$ cat config.mk
export PLATFORM = sky130hd
export DESIGN_NAME = midi_cc_learn_router
export DESIGN_NICKNAME = d
export VERILOG_FILES = /design/src/cllr_pkg.sv /design/src/cllr_front.sv /design/src/cllr_fifo.sv /design/src/cllr_back.sv /design/src/midi_cc_learn_router.sv
export VERILOG_INCLUDE_DIRS = /design/src /design/src/src
export SDC_FILE = /design/constraint.sdc
export NUM_CORES = 2
export LEC_CHECK = 0
export ABC_AREA = 1
export BUFFER_PORTS_ARGS = -buffer_cell sky130_fd_sc_hd__buf_2
export CAP_MARGIN = 20
export CORE_MARGIN = 8
export CORE_UTILIZATION = 53
export DETAILED_ROUTE_END_ITERATION = 8
export GPL_ROUTABILITY_DRIVEN = 0
export PLACE_DENSITY = 0.69
export RECOVER_POWER = 100
export SETUP_SLACK_MARGIN = 0.15
export SKIP_CTS_REPAIR_TIMING = 1
export SLEW_MARGIN = 20
export SYNTH_ARGS = -nofsm -noshare
export SYNTH_HDL_FRONTEND = slang
export SYNTH_HIERARCHICAL = 1
export SYNTH_SLANG_ARGS = --single-unit
$ cat constraint.sdc
create_clock -name clk -period 8.1 [get_ports clk]
set_clock_uncertainty 0.15 [all_clocks]
set_input_delay 1.215 -clock clk [delete_from_list [all_inputs] [get_ports clk]]
set_output_delay 1.215 -clock clk [all_outputs]
set_load 0.03 [all_outputs]
$ cat src/assert_macros.svh
// Assertion macros used by the RTL of the controller router.
// Each macro uses the clk and rst_n found in the scope where it is expanded.
`ifndef ASSERT_MACROS_SVH
`define ASSERT_MACROS_SVH

`ifndef ASSERT_OFF

`define ASSERT_ALWAYS(lbl, expr, msg) \
  lbl: assert property (@(posedge clk) disable iff (!rst_n) (expr)) else $error(msg);

`define ASSERT_IMPLIES(lbl, ante, cons, msg) \
  lbl: assert property (@(posedge clk) disable iff (!rst_n) (ante) |-> (cons)) \
    else $error(msg);

`define ASSERT_NEXT(lbl, ante, cons, msg) \
  lbl: assert property (@(posedge clk) disable iff (!rst_n) (ante) |=> (cons)) \
    else $error(msg);

`else

`define ASSERT_ALWAYS(lbl, expr, msg)

`define ASSERT_IMPLIES(lbl, ante, cons, msg)

`define ASSERT_NEXT(lbl, ante, cons, msg)

`endif

`endif

$ cat src/cllr_pkg.sv
// Types, codes and helper functions of the controller learn router.
// No dependencies; every other module file imports this package.
`timescale 1ns / 1ps

package cllr_pkg;

  localparam int NUM_PARAMS = 32;
  localparam int PARAM_W    = 5;
  localparam int CC_W       = 7;
  localparam int VAL_W      = 7;
  localparam int CC_DEPTH   = 128;
  localparam int LEVEL_W    = 16;
  localparam int ACT_W      = 3;
  localparam int KIND_W     = 3;
  localparam int CFG_IDX_W  = 2;
  localparam int CFG_DATA_W = 32;
  localparam int Q_DEPTH    = 2;
  localparam int Q_PTR_W    = (Q_DEPTH > 1) ? $clog2(Q_DEPTH) : 1;
  localparam int Q_CNT_W    = $clog2(Q_DEPTH + 1);

  localparam logic [CFG_IDX_W-1:0] CFG_ENABLED  = 2'd0;
  localparam logic [CFG_IDX_W-1:0] CFG_REG_MASK = 2'd1;
  localparam logic [CFG_IDX_W-1:0] CFG_TOG_MASK = 2'd2;

  localparam logic [LEVEL_W-1:0] LEVEL_FULL = 16'h8000;
  localparam logic [VAL_W-1:0]   TOGGLE_MID = 7'd64;

  typedef enum logic [ACT_W-1:0] {
    ACT_CC        = 3'd0,
    ACT_LEARN     = 3'd1,
    ACT_STOP      = 3'd2,
    ACT_CLEAR_ONE = 3'd3,
    ACT_CLEAR_ALL = 3'd4,
    ACT_QUERY     = 3'd5
  } action_t;

  typedef enum logic [2:0] {
    OP_NONE,
    OP_CC,
    OP_LEARN,
    OP_STOP,
    OP_CLEAR_ONE,
    OP_CLEAR_ALL,
    OP_QUERY
  } op_t;

  typedef enum logic [KIND_W-1:0] {
    KIND_NONE    = 3'd0,
    KIND_UPDATE  = 3'd1,
    KIND_LEARNED = 3'd2,
    KIND_QUERY   = 3'd3,
    KIND_DONE    = 3'd4
  } kind_t;

  typedef enum logic {
    BK_IDLE,
    BK_EXEC
  } bk_state_t;

  typedef struct packed {
    op_t                op;
    logic [CC_W-1:0]    cc;
    logic [VAL_W-1:0]   val;
    logic [PARAM_W-1:0] param;
  } item_t;

  typedef struct packed {
    logic  push;
    item_t item;
  } push_t;

  typedef struct packed {
    kind_t              kind;
    logic [PARAM_W-1:0] param;
    logic [CC_W-1:0]    cc;
    logic               found;
    logic [LEVEL_W-1:0] level;
  } result_t;

  function automatic logic in_range(input logic [PARAM_W-1:0] p);
    return {1'b0, p} < (PARAM_W + 1)'(NUM_PARAMS);
  endfunction

  // floor((v*32768 + 63) / 127): 32768 = 127*258 + 2, so the quotient is
  // 258*v plus floor((2v + 63) / 127), which is 0, 1 or 2.
  function automatic logic [LEVEL_W-1:0] cc_level(input logic [VAL_W-1:0] v);
    logic [LEVEL_W-1:0] base;
    logic [VAL_W+1:0]   num;
    logic [1:0]         rnd;
    begin
      base = {1'b0, v, 8'd0} + {8'd0, v, 1'b0};
      num  = {1'b0, v, 1'b0} + (VAL_W + 2)'(63);
      if (num >= (VAL_W + 2)'(254)) begin
        rnd = 2'd2;
      end else if (num >= (VAL_W + 2)'(127)) begin
        rnd = 2'd1;
      end else begin
        rnd = 2'd0;
      end
      return base + {{(LEVEL_W-2){1'b0}}, rnd};
    end
  endfunction

endpackage

$ cat src/cllr_front.sv
// Front end: takes input words and decodes them into queue operations.
// Depends on cllr_pkg.
`timescale 1ns / 1ps

module cllr_front (
  input  logic                         in_valid,
  output logic                         in_ready,
  input  logic [cllr_pkg::ACT_W-1:0]   in_action,
  input  logic [cllr_pkg::CC_W-1:0]    in_cc_number,
  input  logic [cllr_pkg::VAL_W-1:0]   in_cc_value,
  input  logic [cllr_pkg::PARAM_W-1:0] in_param_index,
  input  logic                         enabled,
  input  logic [cllr_pkg::CFG_DATA_W-1:0] registered_mask,
  input  logic                         q_full,
  output cllr_pkg::push_t              q_push
);
  import cllr_pkg::*;

  op_t op;

  assign in_ready = !q_full;

  // Disabled or unknown actions still travel as a word: each gives one result.
  always_comb begin
    op = OP_NONE;
    if (enabled) begin
      case (in_action)
        ACT_CC:        op = OP_CC;
        ACT_LEARN:     op = (in_range(in_param_index) && registered_mask[in_param_index])
                            ? OP_LEARN : OP_NONE;
        ACT_STOP:      op = OP_STOP;
        ACT_CLEAR_ONE: op = OP_CLEAR_ONE;
        ACT_CLEAR_ALL: op = OP_CLEAR_ALL;
        ACT_QUERY:     op = OP_QUERY;
        default:       op = OP_NONE;
      endcase
    end
  end

  always_comb begin
    q_push.push       = in_valid && !q_full;
    q_push.item.op    = op;
    q_push.item.cc    = in_cc_number;
    q_push.item.val   = in_cc_value;
    q_push.item.param = in_param_index;
  end

endmodule

$ cat src/cllr_fifo.sv
// Short queue of decoded words between the front end and the back end.
// Depends on cllr_pkg.
`timescale 1ns / 1ps

module cllr_fifo (
  input  logic            clk,
  input  logic            rst_n,
  input  cllr_pkg::push_t q_push,
  output logic            q_full,
  input  logic            q_pop,
  output logic            q_valid,
  output cllr_pkg::item_t q_item
);
  import cllr_pkg::*;

  item_t               slot_r [Q_DEPTH];
  logic [Q_PTR_W-1:0]  wr_ptr_r;
  logic [Q_PTR_W-1:0]  rd_ptr_r;
  logic [Q_CNT_W-1:0]  count_r;
  logic [Q_PTR_W-1:0]  wr_ptr_nxt;
  logic [Q_PTR_W-1:0]  rd_ptr_nxt;
  logic [Q_CNT_W-1:0]  count_nxt;
  logic                do_push;
  logic                do_pop;

  assign q_full  = (count_r == Q_CNT_W'(Q_DEPTH));
  assign q_valid = (count_r != '0);
  assign q_item  = slot_r[rd_ptr_r];
  assign do_push = q_push.push && !q_full;
  assign do_pop  = q_pop && q_valid;

  always_comb begin
    wr_ptr_nxt = wr_ptr_r;
    rd_ptr_nxt = rd_ptr_r;
    count_nxt  = count_r;
    if (do_push) begin
      wr_ptr_nxt = (wr_ptr_r == Q_PTR_W'(Q_DEPTH - 1)) ? '0 : wr_ptr_r + 1'b1;
    end
    if (do_pop) begin
      rd_ptr_nxt = (rd_ptr_r == Q_PTR_W'(Q_DEPTH - 1)) ? '0 : rd_ptr_r + 1'b1;
    end
    if (do_push && !do_pop) begin
      count_nxt = count_r + 1'b1;
    end else if (do_pop && !do_push) begin
      count_nxt = count_r - 1'b1;
    end
  end

  always_ff @(posedge clk) begin
    if (!rst_n) begin
      wr_ptr_r <= '0;
      rd_ptr_r <= '0;
      count_r  <= '0;
    end else begin
      wr_ptr_r <= wr_ptr_nxt;
      rd_ptr_r <= rd_ptr_nxt;
      count_r  <= count_nxt;
    end
  end

  always_ff @(posedge clk) begin
    if (do_push) begin
      slot_r[wr_ptr_r] <= q_push.item;
    end
  end

endmodule

$ cat src/cllr_back.sv
// Back end: holds both mapping tables and the learn state, executes one word
// at a time and drives the result register. Depends on cllr_pkg.
`timescale 1ns / 1ps
`include "assert_macros.svh"

module cllr_back (
  input  logic                          clk,
  input  logic                          rst_n,
  input  logic                          q_valid,
  input  cllr_pkg::item_t               q_item,
  output logic                          q_pop,
  input  logic [cllr_pkg::CFG_DATA_W-1:0] registered_mask,
  input  logic [cllr_pkg::CFG_DATA_W-1:0] toggle_mask,
  output logic                          out_valid,
  input  logic                          out_ready,
  output cllr_pkg::result_t             out_res
);
  import cllr_pkg::*;

  bk_state_t state_r;
  bk_state_t state_nxt;
  item_t     item_r;

  // Controller table: valid bits in flops, parameter numbers in a memory.
  logic [CC_DEPTH-1:0] cc_valid_r;
  logic [CC_DEPTH-1:0] cc_valid_nxt;
  logic [PARAM_W-1:0]  cc_param_mem [CC_DEPTH];
  logic [PARAM_W-1:0]  cc_param_rd_r;
  logic                cc_mem_we;

  // Parameter table.
  logic [NUM_PARAMS-1:0] pm_valid_r;
  logic [NUM_PARAMS-1:0] pm_valid_nxt;
  logic [CC_W-1:0]       pm_cc_r [NUM_PARAMS];
  logic [PARAM_W-1:0]    pm_raddr;
  logic [CC_W-1:0]       pm_rd;
  logic                  pm_we;

  logic               learn_active_r;
  logic               learn_active_nxt;
  logic [PARAM_W-1:0] learn_target_r;
  logic [PARAM_W-1:0] learn_target_nxt;

  logic    out_valid_r;
  result_t out_res_r;
  result_t res;
  logic    out_free;
  logic    exec;
  logic    cc_hit;

  assign out_free  = !out_valid_r || out_ready;
  assign out_valid = out_valid_r;
  assign out_res   = out_res_r;

  always_comb begin
    state_nxt = state_r;
    case (state_r)
      BK_IDLE: if (q_valid) state_nxt = BK_EXEC;
      BK_EXEC: if (out_free) state_nxt = BK_IDLE;
      default: state_nxt = BK_IDLE;
    endcase
  end

  always_comb begin
    q_pop = 1'b0;
    exec  = 1'b0;
    case (state_r)
      BK_IDLE: q_pop = q_valid;
      BK_EXEC: exec  = out_free;
      default: begin
        q_pop = 1'b0;
        exec  = 1'b0;
      end
    endcase
  end

  // One read port on the parameter table: a controller word reads the learn target,
  // everything else reads the word's parameter.
  assign pm_raddr = (item_r.op == OP_CC) ? learn_target_r : item_r.param;
  assign pm_rd    = pm_cc_r[pm_raddr];
  assign cc_hit   = cc_valid_r[item_r.cc];

  always_comb begin
    res              = '0;
    cc_valid_nxt     = cc_valid_r;
    pm_valid_nxt     = pm_valid_r;
    learn_active_nxt = learn_active_r;
    learn_target_nxt = learn_target_r;
    cc_mem_we        = 1'b0;
    pm_we            = 1'b0;
    case (item_r.op)
      OP_CC: begin
        if (learn_active_r) begin
          if (in_range(learn_target_r)) begin
            // Drop both old bindings, then bind.
            if (cc_hit && in_range(cc_param_rd_r)) begin
              pm_valid_nxt[cc_param_rd_r] = 1'b0;
            end
            if (pm_valid_r[learn_target_r]) begin
              cc_valid_nxt[pm_rd] = 1'b0;
            end
            cc_valid_nxt[item_r.cc]      = 1'b1;
            pm_valid_nxt[learn_target_r] = 1'b1;
            cc_mem_we = 1'b1;
            pm_we     = 1'b1;
            res.kind  = KIND_LEARNED;
            res.param = learn_target_r;
            res.cc    = item_r.cc;
          end
          learn_active_nxt = 1'b0;
          learn_target_nxt = '0;
        end else if (cc_hit && in_range(cc_param_rd_r) && registered_mask[cc_param_rd_r]) begin
          res.kind  = KIND_UPDATE;
          res.param = cc_param_rd_r;
          res.cc    = item_r.cc;
          if (toggle_mask[cc_param_rd_r]) begin
            res.level = (item_r.val > TOGGLE_MID) ? LEVEL_FULL : '0;
          end else begin
            res.level = cc_level(item_r.val);
          end
        end
      end
      OP_LEARN: begin
        learn_active_nxt = 1'b1;
        learn_target_nxt = item_r.param;
        res.kind         = KIND_DONE;
      end
      OP_STOP: begin
        learn_active_nxt = 1'b0;
        learn_target_nxt = '0;
        res.kind         = KIND_DONE;
      end
      OP_CLEAR_ONE: begin
        if (in_range(item_r.param) && pm_valid_r[item_r.param]) begin
          cc_valid_nxt[pm_rd]        = 1'b0;
          pm_valid_nxt[item_r.param] = 1'b0;
        end
        res.kind = KIND_DONE;
      end
      OP_CLEAR_ALL: begin
        cc_valid_nxt = '0;
        pm_valid_nxt = '0;
        res.kind     = KIND_DONE;
      end
      OP_QUERY: begin
        res.kind  = KIND_QUERY;
        res.param = item_r.param;
        if (in_range(item_r.param) && pm_valid_r[item_r.param]) begin
          res.found = 1'b1;
          res.cc    = pm_rd;
        end
      end
      default: res = '0;
    endcase
  end

  always_ff @(posedge clk) begin
    if (!rst_n) begin
      state_r        <= BK_IDLE;
      cc_valid_r     <= '0;
      pm_valid_r     <= '0;
      learn_active_r <= 1'b0;
      learn_target_r <= '0;
      out_valid_r    <= 1'b0;
    end else begin
      state_r <= state_nxt;
      if (exec) begin
        cc_valid_r     <= cc_valid_nxt;
        pm_valid_r     <= pm_valid_nxt;
        learn_active_r <= learn_active_nxt;
        learn_target_r <= learn_target_nxt;
        out_valid_r    <= 1'b1;
      end else if (out_ready) begin
        out_valid_r <= 1'b0;
      end
    end
  end

  always_ff @(posedge clk) begin
    if (q_pop) begin
      item_r        <= q_item;
      cc_param_rd_r <= cc_param_mem[q_item.cc];
    end
    if (exec && cc_mem_we) begin
      cc_param_mem[item_r.cc] <= learn_target_r;
    end
    if (exec && pm_we) begin
      pm_cc_r[learn_target_r] <= item_r.cc;
    end
    if (exec) begin
      out_res_r <= res;
    end
  end

  `ASSERT_ALWAYS(a_map_is_bijection, $countones(cc_valid_r) == $countones(pm_valid_r), "controller and parameter tables disagree on mapping count")
  `ASSERT_IMPLIES(a_result_from_exec, $rose(out_valid_r), $past(state_r == BK_EXEC), "result appeared without an execute cycle")
  `ASSERT_NEXT(a_bind_ends_learn, exec && item_r.op == OP_CC && learn_active_r, !learn_active_r && cc_valid_r[$past(item_r.cc)], "bind did not end learning or set the controller entry")

endmodule

$ cat src/midi_cc_learn_router.sv
// Top level of the controller learn router: configuration registers, front
// end, word queue and back end. Depends on cllr_pkg, cllr_front, cllr_fifo, cllr_back.
//
//   channel  direction  handshake            payload
//   in_      input      in_valid/in_ready    action, cc_number, cc_value, param_index
//   out_     output     out_valid/out_ready  kind, target_param, bound_cc, found, level
//   cfg_     input      cfg_we               cfg_index, cfg_wdata
//
// Each word passes through the back end's states in order: IDLE pops it and reads the
// controller table memory at the word's controller number; EXEC, once the result
// register is free, executes it and loads that register. The back end handles one
// word at a time and takes no new word until it is through with the last. A two-word
// queue lets the input keep accepting while the result register waits on out_ready.
// Reset is synchronous and clears both tables through their valid bits at once.
`timescale 1ns / 1ps

module midi_cc_learn_router (
  input  logic                            clk,
  input  logic                            rst_n,
  input  logic                            in_valid,
  output logic                            in_ready,
  input  logic [cllr_pkg::ACT_W-1:0]      in_action,
  input  logic [cllr_pkg::CC_W-1:0]       in_cc_number,
  input  logic [cllr_pkg::VAL_W-1:0]      in_cc_value,
  input  logic [cllr_pkg::PARAM_W-1:0]    in_param_index,
  output logic                            out_valid,
  input  logic                            out_ready,
  output logic [cllr_pkg::KIND_W-1:0]     out_kind,
  output logic [cllr_pkg::PARAM_W-1:0]    out_target_param,
  output logic [cllr_pkg::CC_W-1:0]       out_bound_cc,
  output logic                            out_found,
  output logic [cllr_pkg::LEVEL_W-1:0]    out_level,
  input  logic                            cfg_we,
  input  logic [cllr_pkg::CFG_IDX_W-1:0]  cfg_index,
  input  logic [cllr_pkg::CFG_DATA_W-1:0] cfg_wdata
);
  import cllr_pkg::*;

  logic                  enabled_r;
  logic [CFG_DATA_W-1:0] reg_mask_r;
  logic [CFG_DATA_W-1:0] tog_mask_r;

  push_t   q_push;
  logic    q_full;
  logic    q_pop;
  logic    q_valid;
  item_t   q_item;
  result_t res;

  always_ff @(posedge clk) begin
    if (!rst_n) begin
      enabled_r  <= 1'b0;
      reg_mask_r <= '0;
      tog_mask_r <= '0;
    end else if (cfg_we) begin
      case (cfg_index)
        CFG_ENABLED:  enabled_r  <= cfg_wdata[0];
        CFG_REG_MASK: reg_mask_r <= cfg_wdata;
        CFG_TOG_MASK: tog_mask_r <= cfg_wdata;
        default: ;
      endcase
    end
  end

  cllr_front u_front (
    .in_valid        (in_valid),
    .in_ready        (in_ready),
    .in_action       (in_action),
    .in_cc_number    (in_cc_number),
    .in_cc_value     (in_cc_value),
    .in_param_index  (in_param_index),
    .enabled         (enabled_r),
    .registered_mask (reg_mask_r),
    .q_full          (q_full),
    .q_push          (q_push)
  );

  cllr_fifo u_fifo (
    .clk     (clk),
    .rst_n   (rst_n),
    .q_push  (q_push),
    .q_full  (q_full),
    .q_pop   (q_pop),
    .q_valid (q_valid),
    .q_item  (q_item)
  );

  cllr_back u_back (
    .clk             (clk),
    .rst_n           (rst_n),
    .q_valid         (q_valid),
    .q_item          (q_item),
    .q_pop           (q_pop),
    .registered_mask (reg_mask_r),
    .toggle_mask     (tog_mask_r),
    .out_valid       (out_valid),
    .out_ready       (out_ready),
    .out_res         (res)
  );

  assign out_kind         = res.kind;
  assign out_target_param = res.param;
  assign out_bound_cc     = res.cc;
  assign out_found        = res.found;
  assign out_level        = res.level;

endmodule
==> flow_metrics.env <==
export IMPL_min_path_type="reg -> reg"
export IMPL_multiInputGateArea_mm2=0.0194
export IMPL_crit_path_start_kind="flop"
export IMPL_io_pins=95
export IMPL_fin_crit_sh_pct=76.7
export IMPL_dp_cells=7449
export IMPL_port_buffers=94
export IMPL_place_hpwl_mm=96.1
export IMPL_synth_commonest_cells="1607 x nand2_1, 967 x edfxtp_1, 895 x nor2_1"
export IMPL_ctsLongestPathBuffers=3
export IMPL_firstDrtPassIters=7
export IMPL_final_util_pct=57.6
export IMPL_cts_sinks=1205
export IMPL_num_rows=120
export IMPL_drc=0
export IMPL_ys_top_cells_by_area="edfxtp_1 51%, nand2_1 11%, dfxtp_1 8.4%"
export IMPL_min_period_ns=6.21
export IMPL_status="complete, but fails checks"
export IMPL_core_area_mm2=0.107
export IMPL_whs_path_depth=2
export IMPL_rsz0062_at_grt="false"
export IMPL_required_ns=8.41
export IMPL_synth_distinct_cells=48
export IMPL_crit_path_max_fanout=51
export IMPL_ys_warn_count=6
export IMPL_fmaxAchievable_mhz=161
export IMPL_synthMostInstantiatedCell="nand2_1"
export IMPL_rrSetupSlack_ns=1.89
export IMPL_die_h_um=344
export IMPL_worst_slack_ns=1.89
export IMPL_r2r_end="u_back/cc_param_rd_r[2]"
export IMPL_clkTransAtPathRegs_ns=0.06
export IMPL_synth_fp_nets=6385
export IMPL_maxCapViolCount=28
export IMPL_htreeDepth=3
export IMPL_start_util_pct=53.3
export IMPL_whs_ns=0.357
export IMPL_maxSlewViolCount=1123
export IMPL_grt_max_degree=258
export IMPL_tightest_slew_ns=3.77
export IMPL_grt_pass1_wl_mm=251
export IMPL_arrival_ns=6.53
export IMPL_grt_antenna_before_repair=0
export IMPL_cts_tree="built"
export IMPL_reg2reg_depth=9
export IMPL_grt_pass1_vias=43074
export IMPL_register_area_mm2=0.0338
export IMPL_grt_usage_pct=26.9
export IMPL_finalPower_mw=21.8
export IMPL_final_hold_viol_count=0
export IMPL_antennaDiodeCount=0
export IMPL_p_leak_nw=22.3
export IMPL_routed_wl_mm=165
export IMPL_place_ws_ns=2.98
export IMPL_syn_to_final_growth_pct=8.05
export IMPL_violations="max-capacitance violations, max-slew violations"
export IMPL_cts_made_buffers=120
export IMPL_avgRoutedWirePerCell_um=21.5
export IMPL_synth_top_area_cell="edfxtp_1"
export IMPL_cp_end_kind="flop"
export IMPL_clk_latency_ns=0.73
export IMPL_finalInstanceArea_mm2=0.0615
export IMPL_ys_flop_type="edfxtp_1"
export IMPL_cts_root_buf="clkbuf_16"
export IMPL_drive_above_1_share_pct=5.93
export IMPL_drt_iter0_drc=5578
export IMPL_min_from="u_fifo/rd_ptr_r"
export IMPL_power_density_mw_per_mm2=355
export IMPL_criticalPathCategory="reg -> reg"
export IMPL_stdcell_count=7676
export IMPL_setup_viol=0
export IMPL_fp_dieArea_mm2=0.118
export IMPL_syn_area_mm2=0.0570
export IMPL_async_flop_share_pct=0
export IMPL_synth_seq_cells=1205
export IMPL_vias=45638
export IMPL_drtAntennaViolNets=0
export IMPL_dieWidth_um=344
export IMPL_finalSetupTns_ns=0
export IMPL_overflow=0
export IMPL_via_per_inst=5.95
export IMPL_syn_area_per_cell_um2=9.01
export IMPL_synth_edff_count=967
export IMPL_peakVddDrop_mv=0.260
export IMPL_place_area_mm2=0.0579
export IMPL_yosysTopAreaCellShare_pct=51.0
export IMPL_final_nets=6234
export IMPL_timing_slew_headroom_pct=-151
export IMPL_ys_seq_area_share_pct=59.3
export IMPL_netlist_instances=6320
export IMPL_nFillCells=9303
layout by cell type, fill, tap and decap left out, types with 32 or more instances in the layout:
master and count:
buf_4 53, nand3_1 373, edfxtp_1 967, o21ai_0 485, clkbuf_16 122, o221ai_1 32, a21oi_1 230, nand2_1 1602
inv_1 428, nor2_1 890, o22ai_1 180, a22oi_1 48, clkbuf_1 103, nor3_1 32, buf_2 44, dfxtp_1 236
a31oi_1 177
final cells by class:
| type | count | share of cell area [%] |
|---|---|---|
| well taps | 1403 | 2.85 |
| repair buffers | 174 | 1.53 |
| inverters | 444 | 2.73 |
| clock buffers | 153 | 5.20 |
| flip-flops and latches | 1205 | 54.9 |
| clock inverters | 73 | 1.17 |
| multi-input cells | 4224 | 31.6 |
cell families (layout without fill, tap and decap cells):
family / Yosys count / after routing / share of synthesized area [%]
simple gates: 3009 / 3009 / 21.6
flops: 1205 / 1205 / 59.3
compound gates: 1184 / 1184 / 11.8
buf+inv: 891 / 844 / 6.59
mux: 22 / 22 / 0.567
xor+xnor: 5 / 5 / 0.0769
fa+ha+maj: 4 / 4 / 0.0879
how the worst max path moves through the flow:
| stage | slack (ns) | cells after the start | to |
|---|---|---|---|
| floorplan | 3.94 | 15 | u_back/cc_valid_r[39] |
| global placement | 3.14 | 17 | u_back/out_res[23] |
| detailed placement | 2.98 | 17 | u_back/out_res[17] |
| CTS | 2.97 | 17 | u_back/out_res[17] |
| global route | 1.56 | 9 | u_back/cc_param_rd_r[2] |
| finish | 1.89 | 9 | u_back/cc_param_rd_r[2] |
critical path, stage by stage, from the launching register on:
cell	delay [ns]
dfxtp_2	0.31
clkbuf_1	1.51
mux2_1	1.42
inv_2	0.86
o21ai_0	0.37
nor2_1	0.13
o311ai_0	0.87
nand2_1	0.11
nand2_1	0.10
nand2_1	0.08
where the power goes:
part | internal, mW | switching, mW
Clock | 3.20 | 2.37
Combinational | 2.01 | 6.58
Sequential | 7.36 | 0.323
Total | 12.6 | 9.27
layer usage:
metal  routed length [um]  GRT usage [%]
met1                65800           36.4
met2                74900           42.6
met3                16500           5.09
met4                 7710           11.5
met5                    0              0
registers in the layout, summed over array words and instances, names as in the netlist, 2 cells and up, named ones only:
name	cells
u_back/pm_valid_r	32
u_back/out_res	32
u_back/cc_valid_r	128
u_back/pm_cc_r	224
u_back/item_r	22
reg_mask_r	32
u_back/cc_param_rd_r	5
u_fifo/count_r	2
u_back/cc_param_mem	640
tog_mask_r	32
u_back/learn_target_r	5
u_fifo/slot_r	44
(Power assumes the default switching activity.)
